### config.mk
export PLATFORM = sky130hd
export DESIGN_NAME = png_stream_frame_indexer
export DESIGN_NICKNAME = d
export VERILOG_FILES = /design/src/design/pngfi_pkg.sv /design/src/design/pngfi_parse.sv /design/src/design/png_stream_frame_indexer.sv
export SDC_FILE = /design/constraint.sdc
export NUM_CORES = 1
export LEC_CHECK = 0
export BUFFER_PORTS_ARGS = -buffer_cell sky130_fd_sc_hd__buf_2
export CAP_MARGIN = 20
export CORE_MARGIN = 2
export CORE_UTILIZATION = 45
export CTS_CLUSTER_DIAMETER = 200
export DETAILED_ROUTE_END_ITERATION = 10
export HOLD_SLACK_MARGIN = 0.15
export REMOVE_ABC_BUFFERS = 1
export SETUP_SLACK_MARGIN = 0.3
export SLEW_MARGIN = 25
export SYNTH_ARGS = -nofsm -noshare
export SYNTH_HDL_FRONTEND = slang
export SYNTH_HIERARCHICAL = 1
export SYNTH_SLANG_ARGS = --single-unit
### constraint.sdc
create_clock -name clk -period 10.9 [get_ports clk]
set_clock_uncertainty 0.05 [all_clocks]
set_input_delay 1.09 -clock clk [delete_from_list [all_inputs] [get_ports clk]]
set_output_delay 1.09 -clock clk [all_outputs]
set_load 0.02 [all_outputs]
### src/design/pngfi_pkg.sv
package pngfi_pkg;

  // one input word: a stream byte and its start-of-stream mark
  typedef struct packed {
    logic [7:0] data_byte;
    logic       stream_start;
  } in_t;

  // one result word
  typedef struct packed {
    logic        status;
    logic [31:0] image_index;
    logic [31:0] image_offset;
    logic [31:0] image_size;
  } out_t;

  // result status codes
  localparam logic STATUS_DONE    = 1'b0;
  localparam logic STATUS_BAD_SIG = 1'b1;

  // parse phase codes
  localparam logic [1:0] PH_SIG  = 2'd0;
  localparam logic [1:0] PH_HDR  = 2'd1;
  localparam logic [1:0] PH_SKIP = 2'd2;

  // first byte offset that is never parsed; reaching it stops the stream
  localparam logic [31:0] POS_LIMIT = 32'hFFFF_FFFF;

  // crc field length that follows every chunk's data
  localparam logic [32:0] CRC_BYTES = 33'd4;

  // png file signature, one byte per position
  function automatic logic [7:0] sig_byte(input logic [2:0] k);
    logic [7:0] b;
    case (k)
      3'd0: b = 8'h89;
      3'd1: b = 8'h50;
      3'd2: b = 8'h4E;
      3'd3: b = 8'h47;
      3'd4: b = 8'h0D;
      3'd5: b = 8'h0A;
      3'd6: b = 8'h1A;
      3'd7: b = 8'h0A;
      default: b = 8'h00;
    endcase
    return b;
  endfunction

  // chunk type of the final chunk, "IEND"
  function automatic logic [7:0] end_byte(input logic [1:0] k);
    logic [7:0] b;
    case (k)
      2'd0: b = 8'h49;
      2'd1: b = 8'h45;
      2'd2: b = 8'h4E;
      2'd3: b = 8'h44;
      default: b = 8'h00;
    endcase
    return b;
  endfunction

endpackage

### src/design/pngfi_parse.sv
module pngfi_parse (
  input  logic              clk,
  input  logic              rst,
  input  logic              accept,
  input  pngfi_pkg::in_t    word,
  output logic              res_valid,
  output pngfi_pkg::out_t   res
);
  import pngfi_pkg::*;

  logic [1:0]  phase, phase_next;
  logic [2:0]  byte_in_field, byte_in_field_next;
  logic [31:0] chunk_length, chunk_length_next;
  logic [32:0] skip_remaining, skip_remaining_next;
  logic        type_is_end, type_is_end_next;
  logic [31:0] image_start, image_start_next;
  logic [31:0] position, position_next;
  logic        stopped, stopped_next;
  logic [31:0] image_count, image_count_next;

  // state as seen by this byte, after an optional stream restart
  logic [1:0]  cur_phase;
  logic [2:0]  cur_bif;
  logic [31:0] cur_len;
  logic [32:0] cur_skip;
  logic        cur_tie;
  logic [31:0] cur_start;
  logic [31:0] cur_pos;
  logic        cur_stopped;
  logic [31:0] cur_count;
  logic [32:0] skip_dec;
  logic        match;
  logic        hit;
  out_t        r;

  always_comb begin
    if (word.stream_start) begin
      cur_phase   = PH_SIG;
      cur_bif     = 3'd0;
      cur_len     = 32'd0;
      cur_skip    = 33'd0;
      cur_tie     = 1'b0;
      cur_start   = 32'd0;
      cur_pos     = 32'd0;
      cur_stopped = 1'b0;
      cur_count   = 32'd0;
    end else begin
      cur_phase   = phase;
      cur_bif     = byte_in_field;
      cur_len     = chunk_length;
      cur_skip    = skip_remaining;
      cur_tie     = type_is_end;
      cur_start   = image_start;
      cur_pos     = position;
      cur_stopped = stopped;
      cur_count   = image_count;
    end

    phase_next          = cur_phase;
    byte_in_field_next  = cur_bif;
    chunk_length_next   = cur_len;
    skip_remaining_next = cur_skip;
    type_is_end_next    = cur_tie;
    image_start_next    = cur_start;
    position_next       = cur_pos;
    stopped_next        = cur_stopped;
    image_count_next    = cur_count;
    hit                 = 1'b0;
    r.status            = STATUS_DONE;
    r.image_index       = cur_count;
    r.image_offset      = cur_start;
    r.image_size        = 32'd0;
    match               = 1'b0;
    skip_dec            = (cur_skip != 33'd0) ? cur_skip - 33'd1 : cur_skip;

    if (cur_stopped) begin
      // idle until a new stream
    end else if (cur_pos == POS_LIMIT) begin
      stopped_next = 1'b1;
    end else begin
      position_next = cur_pos + 32'd1;
      case (cur_phase)
        PH_SIG: begin
          match = (word.data_byte == sig_byte(cur_bif));
          if (cur_bif == 3'd0) begin
            image_start_next = cur_pos;
            type_is_end_next = match;
          end else begin
            type_is_end_next = cur_tie & match;
          end
          if (cur_bif == 3'd7) begin
            byte_in_field_next = 3'd0;
            if (!type_is_end_next) begin
              hit           = 1'b1;
              r.status      = STATUS_BAD_SIG;
              r.image_offset = image_start_next;
              stopped_next  = 1'b1;
              position_next = cur_pos;
            end else begin
              phase_next = PH_HDR;
            end
          end else begin
            byte_in_field_next = cur_bif + 3'd1;
          end
        end
        PH_HDR: begin
          match = (word.data_byte == end_byte(cur_bif[1:0]));
          if (!cur_bif[2]) begin
            chunk_length_next = {cur_len[23:0], word.data_byte};
          end else if (cur_bif == 3'd4) begin
            type_is_end_next = match;
          end else begin
            type_is_end_next = cur_tie & match;
          end
          if (cur_bif == 3'd7) begin
            byte_in_field_next  = 3'd0;
            skip_remaining_next = {1'b0, cur_len} + CRC_BYTES;
            phase_next          = PH_SKIP;
          end else begin
            byte_in_field_next = cur_bif + 3'd1;
          end
        end
        PH_SKIP: begin
          skip_remaining_next = skip_dec;
          if (skip_dec == 33'd0) begin
            if (cur_tie) begin
              hit              = 1'b1;
              r.status         = STATUS_DONE;
              r.image_size     = cur_pos - cur_start + 32'd1;
              image_count_next = cur_count + 32'd1;
              phase_next       = PH_SIG;
            end else begin
              phase_next = PH_HDR;
            end
            chunk_length_next  = 32'd0;
            type_is_end_next   = 1'b0;
            byte_in_field_next = 3'd0;
          end
        end
        default: begin
          // unused phase: byte ignored
          position_next = cur_pos;
        end
      endcase
    end
  end

  always_ff @(posedge clk) begin
    if (rst) begin
      phase          <= PH_SIG;
      byte_in_field  <= 3'd0;
      chunk_length   <= 32'd0;
      skip_remaining <= 33'd0;
      type_is_end    <= 1'b0;
      image_start    <= 32'd0;
      position       <= 32'd0;
      stopped        <= 1'b0;
      image_count    <= 32'd0;
    end else if (accept) begin
      phase          <= phase_next;
      byte_in_field  <= byte_in_field_next;
      chunk_length   <= chunk_length_next;
      skip_remaining <= skip_remaining_next;
      type_is_end    <= type_is_end_next;
      image_start    <= image_start_next;
      position       <= position_next;
      stopped        <= stopped_next;
      image_count    <= image_count_next;
    end
  end

  assign res_valid = accept & hit;
  assign res       = r;

endmodule

### src/design/png_stream_frame_indexer.sv
// png stream frame indexer: scans a byte stream of png images laid back to back,
// one byte word per clock unless byte_stall is high; reports each image's index,
// start offset and size when the last crc byte of its IEND chunk arrives. a bad
// signature yields one status=1 word and the block then drops bytes until a word
// with stream_start set. a word with stream_start clears all state and counts as
// offset 0. each result word is registered in the output register, or in the
// one-entry skid slot while a result waits there; the two slots let input bytes
// keep flowing while a result waits, so byte_stall rises only when both are full.
module png_stream_frame_indexer (
  input  logic             clk,
  input  logic             rst,
  input  logic             byte_valid,
  output logic             byte_stall,
  input  pngfi_pkg::in_t   byte_word,
  output logic             result_valid,
  input  logic             result_stall,
  output pngfi_pkg::out_t  result_word
);
  import pngfi_pkg::*;

  logic  accept;
  logic  res_valid;
  out_t  res;
  logic  skid_valid;
  out_t  skid_word;
  logic  take;

  // input taken whenever the skid slot is free
  assign byte_stall = skid_valid;
  assign accept     = byte_valid & ~byte_stall;
  assign take       = result_valid & ~result_stall;

  pngfi_parse u_parse (
    .clk       (clk),
    .rst       (rst),
    .accept    (accept),
    .word      (byte_word),
    .res_valid (res_valid),
    .res       (res)
  );

  // output register with skid slot behind it
  always_ff @(posedge clk) begin
    if (rst) begin
      result_valid <= 1'b0;
      skid_valid   <= 1'b0;
    end else if (!result_valid || take) begin
      if (skid_valid) begin
        result_valid <= 1'b1;
        skid_valid   <= 1'b0;
      end else begin
        result_valid <= res_valid;
      end
    end else if (res_valid) begin
      skid_valid <= 1'b1;
    end
  end

  always_ff @(posedge clk) begin
    if (!result_valid || take) begin
      result_word <= skid_valid ? skid_word : res;
    end
    if (result_valid && !take && res_valid) begin
      skid_word <= res;
    end
  end

  // skid slot only fills behind a waiting result
  assert property (@(posedge clk) disable iff (rst) skid_valid |-> result_valid)
    else $error("skid slot holds a word with empty output register");

  // no new result may arrive while both slots are full
  assert property (@(posedge clk) disable iff (rst) res_valid |-> !skid_valid)
    else $error("result produced with no free slot");

  // a bad signature result is not directly followed by another, unless a new stream starts
  assert property (@(posedge clk) disable iff (rst)
    (res_valid && res.status == STATUS_BAD_SIG) |=>
      (!res_valid || byte_word.stream_start))
    else $error("result after stream stop");

endmodule

== Yosys cells after proc, flatten, opt, wreduce, memory -nomap -nowiden ==
Memories as Yosys holds them, arrays and structs flattened.
Cells that the tools add are included.

* Register bits: 364
* ROM bits: 56
* Input bits: 13
* Output and inout bits: 99
* Word-level logic and storage cells: 142
* Memories kept: 1

* Add/subtract/negate cells: 7
* Equality and inequality tests: 10
* Multiplexer cells: 85
* Bitwise operators: 7
* Reduce and logical (&&, ||, !) cells: 13

{| class="wikitable"
|+ Memory list
! memory !! depth !! bits a word !! rd ports !! clocked after memory_dff !! write ports !! RTL line !! RTL
|-
| (no name shown) || 8 || 7 || 1 || 0 || 0 || pngfi_pkg.sv:35 || <nowiki>case (k)</nowiki>
|}

{| class="wikitable"
|+ Operators with widths
! kind !! number
|-
| $mux W32 || 27
|-
| $mux W33 || 5
|-
| $mux W64 || 2
|-
| $pmux W32 S2 || 2
|-
| $mux W97 || 1
|-
| $add A32 B1 Y32 const B || 3
|-
| $pmux W33 S2 || 1
|-
| $mux W8 || 6
|-
| $add A32 B3 Y33 const B || 1
|-
| $logic_not A33 Y1 || 1
|-
| $reduce_bool A33 Y1 || 1
|-
| $sub A33 B1 Y33 const B || 1
|-
| $eq A32 B32 Y1 const B || 1
|-
| $pmux W8 S4 || 1
|-
| $sub A32 B32 Y32 || 1
|-
| $mux W1 || 24
|-
| $eq A8 B8 Y1 || 2
|-
| $mux W3 || 5
|-
| $mux W2 || 7
|-
| $eq A2 B2 Y1 const B || 3
|-
| $eq A3 B3 Y1 const B || 2
|-
| $pmux W2 S3 || 1
|-
| $pmux W3 S2 || 1
|-
| $reduce_or A2 Y1 || 3
|-
| other kinds (11) || 20
|}

== Depth between registers and ports, before layout ==
* Word-level depth: 18
* Mapped depth: 25
* Mapped depth without buffers: 17

== Hierarchy ==
Netlist, hierarchy kept.

{| class="wikitable"
|+ By module, submodules not included
! module !! instances !! cells each !! area each (µm²) !! sequential area each (µm²)
|-
| pngfi_parse || 1 || 2110 || 14955.6 || 3363.2
|-
| png_stream_frame_indexer || 1 || 310 || 7091.8 || 5865.6
|}

== Worst setup path after synthesis ==
No wires, ideal clock.

* Kind: input to register
* Start point: input byte_word[0] (netlist bit)
* End point: register skid_word[0] (netlist bit), enable pin
* Setup time: 467 ps
* Data arrival time: 8012 ps
* Data required time: 10383 ps
* Slack: 2371 ps
* Stages: 21
* Path through: clkbuf_1 clkbuf_1 buf_2 clkbuf_1 clkbuf_1 clkbuf_1 clkbuf_1 buf_2 clkbuf_1 clkbuf_1 nor2b_1 ha_1 nand4_1 nor3_1 nand4_1 clkbuf_1 nand2_1 or4_1 buf_2 a211oi_1 and3_1

* Longest elaborated chain between the ends: 18

{| class="wikitable"
|+ RTL lines
! what !! RTL line !! RTL
|-
| from (decl) || png_stream_frame_indexer.sv:14 || <nowiki>input pngfi_pkg::in_t byte_word,</nowiki>
|-
| $mux W3 || pngfi_parse.sv:37 || <nowiki>if (word.stream_start) begin</nowiki>
|-
| $mem_v2 Z8 W7 || n/a ||
|-
| $mux W8 || pngfi_parse.sv:82 || <nowiki>case (cur_phase)</nowiki>
|-
| $mux W8 || pngfi_parse.sv:78 || <nowiki>end else if (cur_pos == POS_LIMIT) begin</nowiki>
|-
| $mux W8 || pngfi_parse.sv:76 || <nowiki>if (cur_stopped) begin</nowiki>
|-
| $eq A8 B8 Y1 || pngfi_parse.sv:84 || <nowiki>match = (word.data_byte == sig_byte(cur_bif));</nowiki>
|-
| $and A1 B1 Y1 || pngfi_parse.sv:89 || <nowiki>type_is_end_next = cur_tie & match;</nowiki>
|-
| $mux W1 || pngfi_parse.sv:85 || <nowiki>if (cur_bif == 3'd0) begin</nowiki>
|-
| (+3 left out) || n/a ||
|-
| $mux W1 || pngfi_parse.sv:93 || <nowiki>if (!type_is_end_next) begin</nowiki>
|-
| $mux W1 || pngfi_parse.sv:91 || <nowiki>if (cur_bif == 3'd7) begin</nowiki>
|-
| $pmux W1 S2 || pngfi_parse.sv:82 ||
|-
| $mux W1 || pngfi_parse.sv:78 ||
|-
| $mux W1 (*) || pngfi_parse.sv:76 ||
|-
| $and A1 B1 Y1 (*) || pngfi_parse.sv:172 || <nowiki>assign res_valid = accept & hit;</nowiki>
|-
| named net res_valid || png_stream_frame_indexer.sv:22 || <nowiki>logic res_valid;</nowiki>
|-
| $logic_and A1 B1 Y1 (*) || png_stream_frame_indexer.sv:63 || <nowiki>if (result_valid && !take && res_valid) begin</nowiki>
|-
| to (signal assigned) || png_stream_frame_indexer.sv:64 || <nowiki>skid_word <= res;</nowiki>
|-
| to (decl) || png_stream_frame_indexer.sv:25 || <nowiki>out_t skid_word;</nowiki>
|}

The timed path passes the listed nets; every way through them passes the cells marked *. The select of a mux whose other input is x is not followed.
A chain may end at the register's enable or synchronous reset.

== Worst setup path in the final report ==
* Start point: input byte_word[0] (netlist bit)
* End point: register skid_word[4] (netlist bit), enable pin

Same word-level chain as after synthesis.

==> out/qor.csv <==
stage,metric,value,unit
clock_network,hold_buf cts,0,
worst_setup_path,CP bufs+invs,4,
clock_network,H-tree levels,2,
power_and_ir_drop,Pleak,9.05,nW
timing,max-slew violation count,0,
worst_setup_path,"CP delay by family, top",simple AND/OR/NAND/NOR gates,
worst_setup_path,slowest stage cell on the critical path,and3_4,
power_and_ir_drop,Gate power share,7.4,%
synth,sequential-to-total area share from yosys stat,41.9,%
drt,wire length per cell,22.4,µm
global_routing,met3 Usage GRT,4.37,%
floorplan,core area,48600,µm²
synth,Cells after Synth,2420,
timing,Tcrit/Tclk final,66.8,%
global_routing,largest net degree at the start of global routing,126,
place,dpl cells,3018,
timing,setup TNS,0,ns
worst_setup_path,r2r worst-path depth,11,
run,Max-cap violations,0,
worst_setup_path,cell count along the critical path,15,
worst_setup_path,slowest cell delay on critical path,0.85,ns
synth,#FFs+latches synth,364,
clock_network,# clock sinks,364,
drt,DR pass1 iterations,6,
global_routing,number of global-route vias before repair,18400,
drt,vias after detailed routing,19500,
drt,Post-Route WL,69.3,mm
timing,RSZ-0062 raised after global routing,no,
synth,Syn Std Cell Area,22000,µm²
global_routing,total track usage,27.0,%
power_and_ir_drop,Psw,0.000765,W
global_routing,initial antenna violation count,1,
synth,main flop type after synthesis,edfxtp_1,
global_routing,global route hottest layer,met2,
drt,DRC Markers,0,
power_and_ir_drop,Reg power frac,46.9,%
timing,"Hold Vio Cnt, Final",0,
synth,syn_area_per_cell,9.11,µm²
floorplan,die width,225,µm
clock_network,CTS tree,yes,
worst_setup_path,Worst Path Required,11.06,ns
drt,initial DRC count,1884,
timing,Max Clk Rate,137,MHz
worst_setup_path,"Worst Path Class, Setup",in -> reg,
clock_network,deepest clock path buffer count,3,
power_and_ir_drop,PwrDens,126,nW/µm²
worst_setup_path,"Data arrival, critical path",7.45,ns
floorplan,row count,81,
worst_setup_path,most frequent CP cell,buf_4,
place,DP HPWL,46.9,mm
timing,final setup vio count,0,
drt,vias per cell,6.30,
global_routing,met2 usage,41.3,%
global_routing,grt ovf,0,
power_and_ir_drop,VDD IR max,0.0928,mV
synth,"EDFF count, synth",194,
timing,relative slew slack,19.7,%
floorplan,IO Count,112,
synth,Netlist cell types,101,
timing,Final Critical Period,7.28,ns
timing,worst slew pin tran,1.20,ns
run_status,outcome,"complete, no violations",
floorplan,die area,50800,µm²
floorplan,Initial Util,45.3,%
synth,Yosys warning total,6,
finish,Final Instance Count excl. Fillers,3094,
timing,worst hold margin,0.426,ns
clock_network,Inserted Clock Buffers,42,
hold_path,WHS Path Cells,2,
global_routing,first-pass GRT wire length,108,mm
synth,ys async rst share,0,%
worst_setup_path,Startpoint Class,primary input,
finish,NumNets Final,2529,
worst_setup_path,Crit. End Element,flip-flop,
power_and_ir_drop,clock network fraction of total power,45.8,%
power_and_ir_drop,Switching Share,24.9,%
drt,ANT nets after route,0,
global_routing,M1 GR Usage,39.1,%
finish,Area Overhead vs Synth,10.3,%
place,GPL Wtd Cong,0.905,
floorplan,die height,225,µm
finish,ratio of cells with drive above 1 in the final layout,15.2,%
clock_network,Clock Latency Late Sink,0.59,ns
power_and_ir_drop,overall power,0.00307,W
place,IO buf count,111,
clock_network,quantity of gates resized following cts,0,
worst_setup_path,cells along the critical path,"buf_4, inv_2, buf_4, nand2_1, ha_1, o21a_1, o21ai_2, nor2_2, a21oi_1, nor4_1, nand3_2, or4_1, a211oi_1, and3_4, buf_4",
finish,Antenna diodes,0,
hold_path,Worst Hold Class,reg -> reg,
clock_network,Post CTS Setup Buffer Count,0,
worst_setup_path,worst-path maximum fanout,59,
power_and_ir_drop,Internal,0.00231,W
clock_network,"Clk pin slew, worst setup/hold paths",0.06,ns
clock_network,root buf cell,clkbuf_16,
flip-flops by register name, indices dropped and copies added (netlist names), 2 cells and up:
signal and cells:
u_parse/skip_remaining 33, u_parse/byte_in_field 3, u_parse/image_count 32, u_parse/position 32
skid_word 97, u_parse/chunk_length 32, u_parse/image_start 32, result_word 97
u_parse/phase 2
stage by stage:
stage | utilization [%] | setup WS [ns] | cell area [µm²]
2_1_floorplan | - | 2.48 | 21300
3_3_place_gp | 47.2 | 3.20 | 23000
3_5_place_dp | 47.2 | 3.10 | 23000
4_1_cts | 50.0 | 3.66 | 24300
5_1_grt | 50.0 | 3.11 | 24300
6_report | 50.0 | 3.62 | 24300
layout by cell type, fill, tap and decap left out, types with 15 or more instances in the layout:
cell type / Yosys / routed
nand3_1: 68 / 67
a22oi_1: 46 / 46
o21a_1: 15 / 15
and2_1: 20 / 20
mux2i_1: 16 / 16
a21oi_1: 188 / 187
nor2_1: 255 / 253
nor2b_1: 71 / 70
edfxtp_1: 194 / 194
nor4_1: 30 / 30
xnor2_1: 35 / 35
mux2_2: 93 / 93
dfxtp_1: 170 / 169
nand4_1: 38 / 38
nand2_1: 221 / 219
ha_1: 75 / 74
xor2_1: 24 / 24
o21ai_0: 82 / 81
or3_1: 18 / 18
o22ai_1: 36 / 36
clkbuf_16: 0 / 43
inv_1: 55 / 54
nand2b_1: 23 / 23
and3_1: 49 / 48
buf_2: 15 / 109
a31oi_1: 48 / 48
nor3_1: 55 / 54
a21o_1: 20 / 20
a22o_1: 19 / 19
buf_4: 1 / 36
a211oi_1: 24 / 24
cell usage after synthesis (all sizes together) (20+ instances only):
cell type / n / area, µm²
nand2: 221 / 830
nor3: 67 / 395
inv: 55 / 206
edfxtp: 194 / 5830
a22o: 25 / 226
a21oi: 190 / 966
mux2: 114 / 1310
dfxtp: 170 / 3400
o21ai: 90 / 458
nor2b: 71 / 444
nand2b: 23 / 144
xnor2: 35 / 307
a211oi: 24 / 180
ha: 75 / 938
buf: 38 / 240
and2: 20 / 125
a22oi: 46 / 345
nand3: 69 / 350
nand4: 39 / 259
a21o: 20 / 150
xor2: 24 / 210
clkbuf: 132 / 495
o22ai: 36 / 225
nor2: 257 / 970
a31oi: 48 / 300
nor4: 35 / 277
and3: 50 / 314
power by group through the flow:
| stage | logic, W | registers [W] | clock network, W |
|---|---|---|---|
| final | 0.000226 | 0.00144 | 0.00141 |
| after global routing | 0.000244 | 0.00144 | 0.00149 |
| after CTS | 0.000222 | 0.00144 | 0.00144 |
| after detailed placement | 0.000221 | 0.00147 | 0 |
| after global placement | 0.000220 | 0.00147 | 0 |
| after floorplan | 0.000136 | 0.00147 | 0 |
metal layers:
metal | wire, µm | part of all wire, %
met1 | 32000 | 46
met5 | 14 | 0.020
met2 | 30700 | 44
met3 | 4870 | 7.0
met4 | 1760 | 2.5
final timing paths:
| check | from | end | slack [ns] |
|---|---|---|---|
| worst max-delay path | byte_word[0] | skid_word[4] | 3.62 |
| worst min-delay path | u_parse/image_count[0] | u_parse/image_count[0] | 0.43 |
| worst max register to register | u_parse/skip_remaining[2] | skid_word[4] | 4.56 |
| worst min register to register | u_parse/image_count[0] | u_parse/image_count[0] | 0.43 |
cell type report:
type,count,area (µm²)
Sequential cell,364,9230
Fill cell,4628,24300
Clock inverter,22,211
Tap cell,622,778
Timing Repair Buffer,146,836
Clock buffer,54,1130
Multi-Input combinational cell,1830,11900
Inverter,56,210
worst reg2reg max path, delay by kind of cell, from the launching register on:
family,cells,cell delay [ns]
AOI/OAI and AO/OA,3,0.76
buffers and inverters,1,0.62
DFF,1,0.43
and+or+nand+nor,7,4.08
cells by family (layout without fill, tap and decap cells):
logic type                 after synthesis  count (layout)  share of synthesized area, %
buffers and inverters                  226             278                          4.29
xor gates and xnor gates                59              59                          2.34
muxes                                  130             130                          6.69
and+or+nand+nor                        928             928                          21.3
DFF                                    364             364                          41.9
AOI/OAI and AO/OA                      637             637                          19.2
adders and majority gates               76              76                          4.35
(Power assumes the default switching activity.)
